File: config.mk
export PLATFORM = sky130hd
export DESIGN_NAME = tlv_frame_xor_deframer_unit
export DESIGN_NICKNAME = d
export VERILOG_FILES = /design/src/rtl/core/tfxd_pkg.sv /design/src/rtl/core/tfxd_front.sv /design/src/rtl/core/tfxd_queue.sv /design/src/rtl/core/tfxd_back.sv /design/src/rtl/core/tlv_frame_xor_deframer_unit.sv
export SDC_FILE = /design/constraint.sdc
export NUM_CORES = 1
export LEC_CHECK = 0
export BUFFER_PORTS_ARGS = -buffer_cell sky130_fd_sc_hd__buf_4
export CORE_MARGIN = 1
export CORE_UTILIZATION = 43
export CTS_BUF_LIST = sky130_fd_sc_hd__clkbuf_8
export DETAILED_ROUTE_END_ITERATION = 8
export GPL_ROUTABILITY_DRIVEN = 0
export PLACE_DENSITY = 0.59
export REMOVE_ABC_BUFFERS = 1
export SLEW_MARGIN = 20
export SYNTH_ARGS = -nofsm -noshare
export SYNTH_HDL_FRONTEND = slang
export SYNTH_SLANG_ARGS = --single-unit
File: constraint.sdc
create_clock -name aclk -period 2.8 [get_ports aclk]
set_clock_uncertainty 0.1 [all_clocks]
set_input_delay 0.14 -clock aclk [delete_from_list [all_inputs] [get_ports aclk]]
set_output_delay 0.14 -clock aclk [all_outputs]
set_load 0.03 [all_outputs]
File: src/rtl/core/tfxd_pkg.sv
// Shared types and constants for the TLV frame deframer with XOR check byte.
package tfxd_pkg;

    localparam int unsigned KIND_W     = 3;
    localparam int unsigned KIND_COUNT = 6;
    localparam int unsigned BYTE_W     = 8;

    localparam logic [BYTE_W-1:0] TYPE_FIRST = 8'h20;
    localparam logic [BYTE_W-1:0] TYPE_LAST  = 8'h25;

    localparam logic [KIND_W-1:0] KIND_TEMP     = 3'd0;
    localparam logic [KIND_W-1:0] KIND_FUEL     = 3'd1;
    localparam logic [KIND_W-1:0] KIND_BATTERY  = 3'd2;
    localparam logic [KIND_W-1:0] KIND_SPEED    = 3'd3;
    localparam logic [KIND_W-1:0] KIND_ANTILOCK = 3'd4;
    localparam logic [KIND_W-1:0] KIND_SEATBELT = 3'd5;

    typedef struct packed {
        logic [KIND_W-1:0] kind;
        logic              mismatch;
        logic [BYTE_W-1:0] value;
    } frame_evt_t;

    typedef logic [KIND_COUNT-1:0][BYTE_W-1:0] reading_vec_t;

endpackage

File: src/rtl/core/tfxd_front.sv
// Front end: byte parser that tracks frame phase and checksum and emits one event per frame.
module tfxd_front
    import tfxd_pkg::*;
(
    input  logic              aclk,
    input  logic              aresetn,
    input  logic              s_valid,
    output logic              s_ready,
    input  logic [BYTE_W-1:0] s_rx_byte,
    input  logic              q_full,
    output logic              evt_push,
    output frame_evt_t        evt_data
);

    typedef enum logic [1:0] {
        PH_HUNT,
        PH_LEN,
        PH_DATA,
        PH_CHECK
    } phase_t;

    phase_t            phase_reg, phase_next;
    logic [KIND_W-1:0] kind_reg, kind_next;
    logic [BYTE_W-1:0] left_reg, left_next;
    logic [BYTE_W-1:0] xor_reg, xor_next;
    logic [BYTE_W-1:0] last_reg, last_next;
    logic              accept;

    assign s_ready = !q_full;
    assign accept  = s_valid && s_ready;

    always_comb begin
        phase_next = phase_reg;
        kind_next  = kind_reg;
        left_next  = left_reg;
        xor_next   = xor_reg;
        last_next  = last_reg;
        if (accept) begin
            unique case (phase_reg)
                PH_HUNT: begin
                    if (s_rx_byte >= TYPE_FIRST && s_rx_byte <= TYPE_LAST) begin
                        kind_next  = KIND_W'(s_rx_byte - TYPE_FIRST);
                        phase_next = PH_LEN;
                    end
                end
                PH_LEN: begin
                    xor_next   = s_rx_byte;
                    left_next  = s_rx_byte;
                    last_next  = '0;
                    phase_next = (s_rx_byte == '0) ? PH_CHECK : PH_DATA;
                end
                PH_DATA: begin
                    xor_next  = xor_reg ^ s_rx_byte;
                    last_next = s_rx_byte;
                    left_next = left_reg - 1'b1;
                    if (left_reg == 8'd1) begin
                        phase_next = PH_CHECK;
                    end
                end
                PH_CHECK: begin
                    phase_next = PH_HUNT;
                end
                default: begin
                    phase_next = PH_HUNT;
                end
            endcase
        end
    end

    assign evt_push          = accept && (phase_reg == PH_CHECK);
    assign evt_data.kind     = kind_reg;
    assign evt_data.mismatch = (xor_reg != s_rx_byte);
    assign evt_data.value    = last_reg;

    always_ff @(posedge aclk) begin
        if (!aresetn) begin
            phase_reg <= PH_HUNT;
            kind_reg  <= '0;
            left_reg  <= '0;
            xor_reg   <= '0;
            last_reg  <= '0;
        end else begin
            phase_reg <= phase_next;
            kind_reg  <= kind_next;
            left_reg  <= left_next;
            xor_reg   <= xor_next;
            last_reg  <= last_next;
        end
    end

endmodule

File: src/rtl/core/tfxd_queue.sv
// Small event queue that decouples the frame parser from the reading store.
module tfxd_queue
    import tfxd_pkg::*;
#(
    parameter int unsigned DEPTH = 4
) (
    input  logic       aclk,
    input  logic       aresetn,
    input  logic       push,
    input  frame_evt_t push_data,
    output logic       full,
    input  logic       pop,
    output logic       not_empty,
    output frame_evt_t pop_data
);

    localparam int unsigned PW = (DEPTH > 1) ? $clog2(DEPTH) : 1;
    localparam int unsigned CW = $clog2(DEPTH + 1);

    frame_evt_t    mem [DEPTH];
    logic [PW-1:0] wr_ptr_reg, wr_ptr_next;
    logic [PW-1:0] rd_ptr_reg, rd_ptr_next;
    logic [CW-1:0] count_reg, count_next;
    logic          do_push;
    logic          do_pop;

    assign full      = (count_reg == CW'(DEPTH));
    assign not_empty = (count_reg != '0);
    assign do_push   = push && !full;
    assign do_pop    = pop && not_empty;
    assign pop_data  = mem[rd_ptr_reg];

    always_comb begin
        wr_ptr_next = wr_ptr_reg;
        rd_ptr_next = rd_ptr_reg;
        count_next  = count_reg;
        if (do_push) begin
            wr_ptr_next = (wr_ptr_reg == PW'(DEPTH - 1)) ? '0 : wr_ptr_reg + 1'b1;
        end
        if (do_pop) begin
            rd_ptr_next = (rd_ptr_reg == PW'(DEPTH - 1)) ? '0 : rd_ptr_reg + 1'b1;
        end
        if (do_push && !do_pop) begin
            count_next = count_reg + 1'b1;
        end else if (do_pop && !do_push) begin
            count_next = count_reg - 1'b1;
        end
    end

    always_ff @(posedge aclk) begin
        if (do_push) begin
            mem[wr_ptr_reg] <= push_data;
        end
    end

    always_ff @(posedge aclk) begin
        if (!aresetn) begin
            wr_ptr_reg <= '0;
            rd_ptr_reg <= '0;
            count_reg  <= '0;
        end else begin
            wr_ptr_reg <= wr_ptr_next;
            rd_ptr_reg <= rd_ptr_next;
            count_reg  <= count_next;
        end
    end

endmodule

File: src/rtl/core/tfxd_back.sv
// Back end: applies frame events to the reading store and holds the result register.
module tfxd_back
    import tfxd_pkg::*;
(
    input  logic              aclk,
    input  logic              aresetn,
    input  logic              evt_valid,
    input  frame_evt_t        evt_data,
    output logic              evt_pop,
    output logic              m_valid,
    input  logic              m_ready,
    output logic [KIND_W-1:0] m_frame_kind,
    output logic              m_frame_status,
    output reading_vec_t      m_readings
);

    reading_vec_t      store_reg, store_next;
    logic              valid_reg, valid_next;
    logic [KIND_W-1:0] kind_reg;
    logic              status_reg;

    assign evt_pop = evt_valid && (!valid_reg || m_ready);

    always_comb begin
        store_next = store_reg;
        if (!evt_data.mismatch && (evt_data.kind < KIND_W'(KIND_COUNT))) begin
            store_next[evt_data.kind] = evt_data.value;
        end
    end

    always_comb begin
        valid_next = valid_reg;
        if (evt_pop) begin
            valid_next = 1'b1;
        end else if (m_ready) begin
            valid_next = 1'b0;
        end
    end

    always_ff @(posedge aclk) begin
        if (!aresetn) begin
            valid_reg <= 1'b0;
            store_reg <= '0;
        end else begin
            valid_reg <= valid_next;
            if (evt_pop) begin
                store_reg <= store_next;
            end
        end
    end

    always_ff @(posedge aclk) begin
        if (evt_pop) begin
            kind_reg   <= evt_data.kind;
            status_reg <= evt_data.mismatch;
        end
    end

    assign m_valid        = valid_reg;
    assign m_frame_kind   = kind_reg;
    assign m_frame_status = status_reg;
    assign m_readings     = store_reg;

endmodule

File: src/rtl/core/tlv_frame_xor_deframer_unit.sv
// Top level of the TLV frame deframer with XOR check byte.
// The block takes one received byte per cycle on the s_ channel and never stalls it while the
// event queue has room. A frame is a type byte from 0x20 to 0x25, a length byte, that many
// payload bytes and a check byte; other bytes outside a frame are dropped. The check byte's
// transfer produces one result on the m_ channel, passed through the event queue and the
// back end's result register, carrying the frame kind, the checksum status and all six held
// readings after the frame. While the m_ side keeps up, bytes flow at one per cycle; up to
// QUEUE_DEPTH finished frames wait in the queue while the m_ side stalls.
module tlv_frame_xor_deframer_unit
    import tfxd_pkg::*;
#(
    parameter int unsigned QUEUE_DEPTH = 4
) (
    input  logic              aclk,
    input  logic              aresetn,
    input  logic              s_valid,
    output logic              s_ready,
    input  logic [BYTE_W-1:0] s_rx_byte,
    output logic              m_valid,
    input  logic              m_ready,
    output logic [KIND_W-1:0] m_frame_kind,
    output logic              m_frame_status,
    output logic [BYTE_W-1:0] m_temp_value,
    output logic [BYTE_W-1:0] m_fuel_value,
    output logic [BYTE_W-1:0] m_battery_value,
    output logic [BYTE_W-1:0] m_speed_value,
    output logic [BYTE_W-1:0] m_antilock_flag,
    output logic [BYTE_W-1:0] m_seatbelt_flag
);

    logic         q_full;
    logic         evt_push;
    frame_evt_t   evt_in;
    logic         evt_pop;
    logic         evt_valid;
    frame_evt_t   evt_out;
    reading_vec_t readings;

    tfxd_front u_front (
        .aclk      (aclk),
        .aresetn   (aresetn),
        .s_valid   (s_valid),
        .s_ready   (s_ready),
        .s_rx_byte (s_rx_byte),
        .q_full    (q_full),
        .evt_push  (evt_push),
        .evt_data  (evt_in)
    );

    tfxd_queue #(
        .DEPTH (QUEUE_DEPTH)
    ) u_queue (
        .aclk      (aclk),
        .aresetn   (aresetn),
        .push      (evt_push),
        .push_data (evt_in),
        .full      (q_full),
        .pop       (evt_pop),
        .not_empty (evt_valid),
        .pop_data  (evt_out)
    );

    tfxd_back u_back (
        .aclk           (aclk),
        .aresetn        (aresetn),
        .evt_valid      (evt_valid),
        .evt_data       (evt_out),
        .evt_pop        (evt_pop),
        .m_valid        (m_valid),
        .m_ready        (m_ready),
        .m_frame_kind   (m_frame_kind),
        .m_frame_status (m_frame_status),
        .m_readings     (readings)
    );

    assign m_temp_value    = readings[KIND_TEMP];
    assign m_fuel_value    = readings[KIND_FUEL];
    assign m_battery_value = readings[KIND_BATTERY];
    assign m_speed_value   = readings[KIND_SPEED];
    assign m_antilock_flag = readings[KIND_ANTILOCK];
    assign m_seatbelt_flag = readings[KIND_SEATBELT];

endmodule

==> flow_summary_export.csv, run 1 <==
group,metric,value,unit
run_status,outcome,"finished, final reports clean",
timing,setup_viol,0,
route,wl_met1,5315,um
grt,grtUsageTotal,18.38,%
timing,worst_pin_slew,716.8,ps
route,dr.first_iter.drc_count,196,
setup_path,r2r-start,"u_queue.count_reg[0]$_SDFFE_PN0P_",
clock_network,cts_root_buf,"clkbuf_8",
timing,drv_slew,0,
synth,synth_area,0.005659,mm2
synth,synth_area_leaders,"dfxtp_1 31%, edfxtp_1 28%, mux2i_1 11%",
route,dr_wl_met2,5590,um
pwr,cellPowerDensity,722.0,mW/mm2
clock_network,clk_pin_slew,70,ps
timing,period_share,88.10,%
setup_path,reg2reg_depth,10,
place,port_buffers,65,
setup_path,critPathKind,"reg -> reg",
timing,fmax,0.4054,GHz
floorplanning,die_y,116.7,um
clock_network,clock-sinks,139,
setup_path,cp_common_cell,"inv_1",
route,route.detailed.drc,0,
synth,synth-edff-count,52,
place,dpl.hpwl,7635,um
clock_network,clk_latency,430,ps
route,dr.pass1.iters,5,
floorplanning,io_pins,66,
synth,postSynthCellCount,491,
clock_network,cts_tree,"done",
place,place_area,0.006299,mm2
synth,ys_ff_latch,139,
place,dp_cells,705,
timing,setup_slack,333.3,ps
route,wl_met3,493,um
route,ant_nets,0,
grt,grt_pass1_vias,3689,
setup_path,rrSetupSlack,330,ps
floorplanning,row_count,41,
synth,synth_cell_types,42,
synth,synthArstFlopShare,0,%
timing,relSlewSlack,52.10,%
hold_path,min-delay-path-class,"in -> reg",
timing,rsz0062_at_grt,"no",
final_layout,finish.net_count,586,
setup_path,cpMaxStageDelayCell,"or3b_2",
synth,yosysWarningCount,0,
job,drv_cap,0,
setup_path,critPathMaxFanout,8,
route,vias,3799,
synth,synth_top_area_cell,"dfxtp_1",
timing,final_hold_viol_count,0,
pwr,peakVddDrop,0.0002495,V
floorplanning,initial_core_util,44.48,%
final_layout,antennaDiodeCount,0,
timing,fin_crit,2467,ps
grt,grt_start_max_net_pins,37,
setup_path,required,3070,ps
hold_path,hp-start,"aresetn",
setup_path,worst_r2r_endpoint,"u_queue.count_reg[2]$_SDFFE_PN0P_",
synth,synth.most_common_cell,"dfxtp_1",
final_layout,stdcell_area,0.006725,mm2
grt,grt_antenna_before_repair,0,
timing,fin_tns_setup,0,ps
route,viasPerCell,5.099,
floorplanning,dieArea,0.01362,mm2
pwr,p_leak,2.865,nW
floorplanning,core_area,0.01272,mm2
route,avgRoutedWirePerCell,15.59,um
setup_path,cp_slowest_stage_delay,520,ps
setup_path,worstSetupStartpoint,"u_queue.count_reg[0]$_SDFFE_PN0P_",
timing,hold_ws,55.50,ps
hold_path,whs_path_depth,3,
clock_network,cts_resized,0,
synth,avgSynthCellArea,11.53,um2
setup_path,worst_ep_arrival_time,2740,ps
setup_path,start_kind,"flip-flop",
grt,grt-ovfl-total,0,
clock_network,cts_made_buffers,17,
synth,synth_top_area_share,30.78,%
final_layout,areaGrowthSynthToFinish,18.84,%
clock_network,cts.path.max_buffers,2,
clock_network,cts_max_level,4,
synth,synth_commonest_cells,"87 x dfxtp_1, 81 x nand2_1, 61 x mux2i_1, 52 x edfxtp_1, 25 x clkbuf_1",
final_layout,drive_above_1_share,20.07,%
setup_path,endpoint_kind,"flip-flop",
route,drt_wl_total,11620,um
synth,seq_area_frac_synth,58.37,%
hold_path,hold_end,"u_back.m_readings[10]$_SDFFE_PN0P_",
grt,grt_pass1_wl,18430,um
setup_path,worstPathCellList,"or3b_2 -> and2_1 -> nand2_1 -> inv_1 -> ha_1 -> inv_1 -> fa_1 -> xor2_1 -> or3_1 -> a21oi_1",
final_layout,layout.cells.non_filler,745,
place,pre_cts_slack,340.1,ps
floorplanning,die_w,116.7,um
route,topRoutingLayerUsed,"met4",
synth,yosys_most_used_dff,"dfxtp_1",
final_layout,fillers,1163,
[area by class of cell]
type                    count  area, um2  area share, %
flip-flops and latches    139       3303          49.12
multi-input cells         307       2180          32.41
repair buffers             82      638.1          9.488
clock buffers              19      261.5          3.888
well taps                 172      215.2          3.200
clock inverters            12      75.07          1.116
inverters                  14      52.55         0.7814
[worst max-delay path: cells and delay by family (launching register included)]
family	cells	cell delay, ps
flops	1	360
buf+inv	2	120
simple gates	4	1230
fa+ha+maj	2	370
compound gates	1	140
xor+xnor	1	80
[timing repair]
item / in CTS / in global routing
setup endpoints to repair: 0 / 0
hold endpoints to repair: 23 / 0
buffers inserted: 0 / 0
hold buffers: 9 / 0
[per-stage QoR]
stage,utilization (%),power [mW]
finish,52.86,4.855
global route,52.86,5.104
CTS,52.86,4.908
detailed placement,49.51,3.492
global placement,49.51,3.470
floorplan,-,3.107
[logic make-up (layout without fill, tap and decap cells)]
logic type	Yosys count	after routing	share of synthesized area [%]
and+or+nand+nor	153	153	12.36
DFF	139	139	58.37
muxes	73	73	15.56
AOI/OAI and AO/OA	58	58	6.036
buffers and inverters	45	127	3.117
adders and majority gates	13	13	3.007
xor gates and xnor gates	10	10	1.548
[layout by cell type (no fill, tap or decap), drive strengths merged, types with 7 or more instances in the layout]
cell         instances
ha                  12
buf                 73
mux4                12
mux2i               61
a22oi                9
xor2                10
nand2               83
dfxtp               87
inv                 21
dlygate4sd3          9
nand3               14
clkbuf              19
o21ai               14
a21oi               23
nor2                23
edfxtp              52
and3                 7
[routing by layer]
layer	track usage [%]	vias to the layer above
met5	0	-
met3	4.670	20
met2	31.24	102
li1	-	1873
met1	21.88	1804
met4	8.523	0
[worst max-delay path by stage]
stage	endpoint	slack [ps]
after floorplan	u_back.m_readings[32]$_SDFFE_PN0P_	210
after global placement	u_queue.count_reg[2]$_SDFFE_PN0P_	430
after detailed placement	u_queue.count_reg[2]$_SDFFE_PN0P_	340
after CTS	u_queue.count_reg[2]$_SDFFE_PN0P_	310
after global routing	u_queue.count_reg[2]$_SDFFE_PN0P_	160
final	u_queue.count_reg[2]$_SDFFE_PN0P_	330
[report_power, final]
part | total, mW | switching, mW | leakage [nW] | internal (mW)
registers | 2.33 | 0.0878 | 1.21 | 2.24
logic | 1.12 | 0.662 | 1.45 | 0.453
clock network | 1.41 | 0.698 | 0.205 | 0.713
total | 4.86 | 1.45 | 2.86 | 3.41
(Power assumes the default switching activity.)
==> inputs of run 2 (changes only) <==
--- a/config.mk
+++ b/config.mk
@@ -11,7 +11,7 @@
 export CTS_BUF_LIST = sky130_fd_sc_hd__clkbuf_8
 export DETAILED_ROUTE_END_ITERATION = 8
 export GPL_ROUTABILITY_DRIVEN = 0
-export PLACE_DENSITY = 0.59
+export PLACE_DENSITY_LB_ADDON = 0.05
 export REMOVE_ABC_BUFFERS = 1
 export SLEW_MARGIN = 20
 export SYNTH_ARGS = -nofsm -noshare
==> run 2 against run 1 <==
Compared with the run above: flip-flop and latch count stayed put; sequential power hardly changed; clock power is 5% lower; final area is 0.11% higher.
==> flow_summary_export.csv, run 2 (same netlist as run 1, synthesis figures left out) <==
group,metric,value,unit
setup_path,worst_ep_arrival_time,2770,ps
grt,grt_start_max_net_pins,47,
timing,final_hold_viol_count,0,
floorplanning,io_pins,66,
route,ant_nets,0,
hold_path,min-delay-path-class,"in -> reg",
floorplanning,die_w,116.7,um
route,avgRoutedWirePerCell,15.52,um
clock_network,cts_tree,"done",
timing,rsz0062_at_grt,"no",
final_layout,mostFrequentLayoutCells,"87 x dfxtp_1, 81 x nand2_1, 75 x buf_4",
timing,fmax,0.3997,GHz
setup_path,start_kind,"flip-flop",
route,drt_wl_total,11630,um
clock_network,cts_resized,0,
pwr,peakVddDrop,0.0003949,V
timing,fin_tns_setup,0,ps
timing,period_share,89.36,%
route,viasPerCell,5.079,
final_layout,layout_commonest_cell,"dfxtp_1",
timing,fin_crit,2502,ps
route,route.detailed.drc,0,
place,place_area,0.006314,mm2
final_layout,stdcell_area,0.006733,mm2
pwr,pwr-share-comb,23.4,%
final_layout,fillers,1186,
place,dpl.hpwl,7852,um
pwr,switching_share,29.88,%
route,dr.first_iter.drc_count,234,
final_layout,antennaDiodeCount,0,
grt,grt_antenna_before_repair,0,
run_status,outcome,"finished, final reports clean",
job,drv_cap,0,
final_layout,finish.net_count,589,
grt,grtUsageTotal,18.60,%
pwr,switchingPower,1.430,mW
grt,grt_pass1_wl,18600,um
setup_path,required,3070,ps
clock_network,cts.path.max_buffers,2,
final_layout,areaGrowthSynthToFinish,18.97,%
setup_path,critPathMaxFanout,8,
clock_network,cts_root_buf,"clkbuf_8",
clock_network,cts_hold_buffers,10,
pwr,cellPowerDensity,710.9,mW/mm2
floorplanning,initial_core_util,44.48,%
final_layout,drive_above_1_share,19.76,%
pwr,power_frac_seq,48.6,%
route,dr.pass1.iters,4,
timing,drv_slew,0,
clock_network,clk_latency,440,ps
clock_network,clk_pin_slew,60,ps
clock_network,clock-sinks,139,
floorplanning,core_area,0.01272,mm2
pwr,clkPwrFrac,28.0,%
clock_network,post_cts_buffers,0,
grt,grt-ovfl-total,0,
pwr,cell_internal_pwr,3.356,mW
place,port_buffers,65,
floorplanning,dieArea,0.01362,mm2
pwr,p_leak,2.870,nW
setup_path,endpoint_kind,"flip-flop",
clock_network,cts_made_buffers,17,
floorplanning,row_count,41,
clock_network,cts_max_level,4,
grt,grt_pass1_vias,3657,
route,vias,3804,
timing,worst_pin_slew,743.3,ps
timing,setup_viol,0,
timing,relSlewSlack,50.33,%
floorplanning,die_y,116.7,um
setup_path,critPathKind,"reg -> reg",
==> run 2: cell types whose count changed in the layout (fill, tap and decap cells not counted) <==
cell | previous run | this run
clkinv_1 | 1 | 4
buf_4 | 73 | 75
clkbuf_8 | 19 | 17
clkinv_2 | 3 | 2
dlygate4sd3_1 | 9 | 10
inv_1 | 21 | 22
==> run 2: layout make-up <==
type	instances	area [um2]	share of cell area (%)
tap	172	215.2	3.196
multi-input combinational	307	2180	32.37
sequential	139	3303	49.06
clock inverter	15	85.08	1.264
clock buffer	17	234.0	3.475
timing repair buffer	85	663.1	9.849
inverter	14	52.55	0.7805
==> run 2: stage by stage <==
stage | total power [mW] | setup slack (ps) | instances | hold WS (ps) | util [%]
global route | 5.036 | 57.94 | 749 | 155.3 | 52.92
CTS | 4.851 | 279.8 | 749 | 97.64 | 52.92
finish | 4.786 | 298.0 | 749 | 126.9 | 52.92
global placement | 3.469 | 413.5 | 707 | 346.1 | 49.63
floorplan | 3.107 | 209.7 | 460 | 178.4 | -
detailed placement | 3.495 | 301.4 | 707 | 352.6 | 49.63
==> run 2: final timing paths <==
path / startpoint / to / slack, ps / cells after the start
setup / recovery: u_queue.count_reg[0]$_SDFFE_PN0P_ / u_queue.count_reg[2]$_SDFFE_PN0P_ / 300 / 10
hold / removal: s_valid / u_queue.wr_ptr_reg[1]$_SDFFE_PN0P_ / 130 / 4
setup reg to reg: u_queue.count_reg[0]$_SDFFE_PN0P_ / u_queue.count_reg[2]$_SDFFE_PN0P_ / 300 / 10
hold reg to reg: u_back.m_readings[15]$_SDFFE_PN0P_ / u_back.m_readings[15]$_SDFFE_PN0P_ / 360 / 2
==> run 2: worst max-delay path, cell delays in order (launching register included) <==
cell	delay, ps
dfxtp_1	420
or3b_2	190
and2_1	260
nand2_1	130
inv_1	80
ha_1	180
inv_1	60
fa_1	370
xor2_1	180
or3_1	310
a21oi_1	140
==> run 2: routing by layer <==
layer / part of all wire [%] / track usage, %
met3: 4.3 / 5.086
met2: 48 / 30.49
met4: 1.6 / 8.017
met1: 46 / 23.10
met5: 0 / 0
==> run 2: power groups by stage <==
stage,clock network (mW),registers [mW],logic (mW)
5_1_grt,1.48,2.35,1.21
3_3_place_gp,0,2.37,1.10
2_1_floorplan,0,2.61,0.499
6_report,1.34,2.33,1.12
3_5_place_dp,0,2.37,1.12
4_1_cts,1.39,2.33,1.13
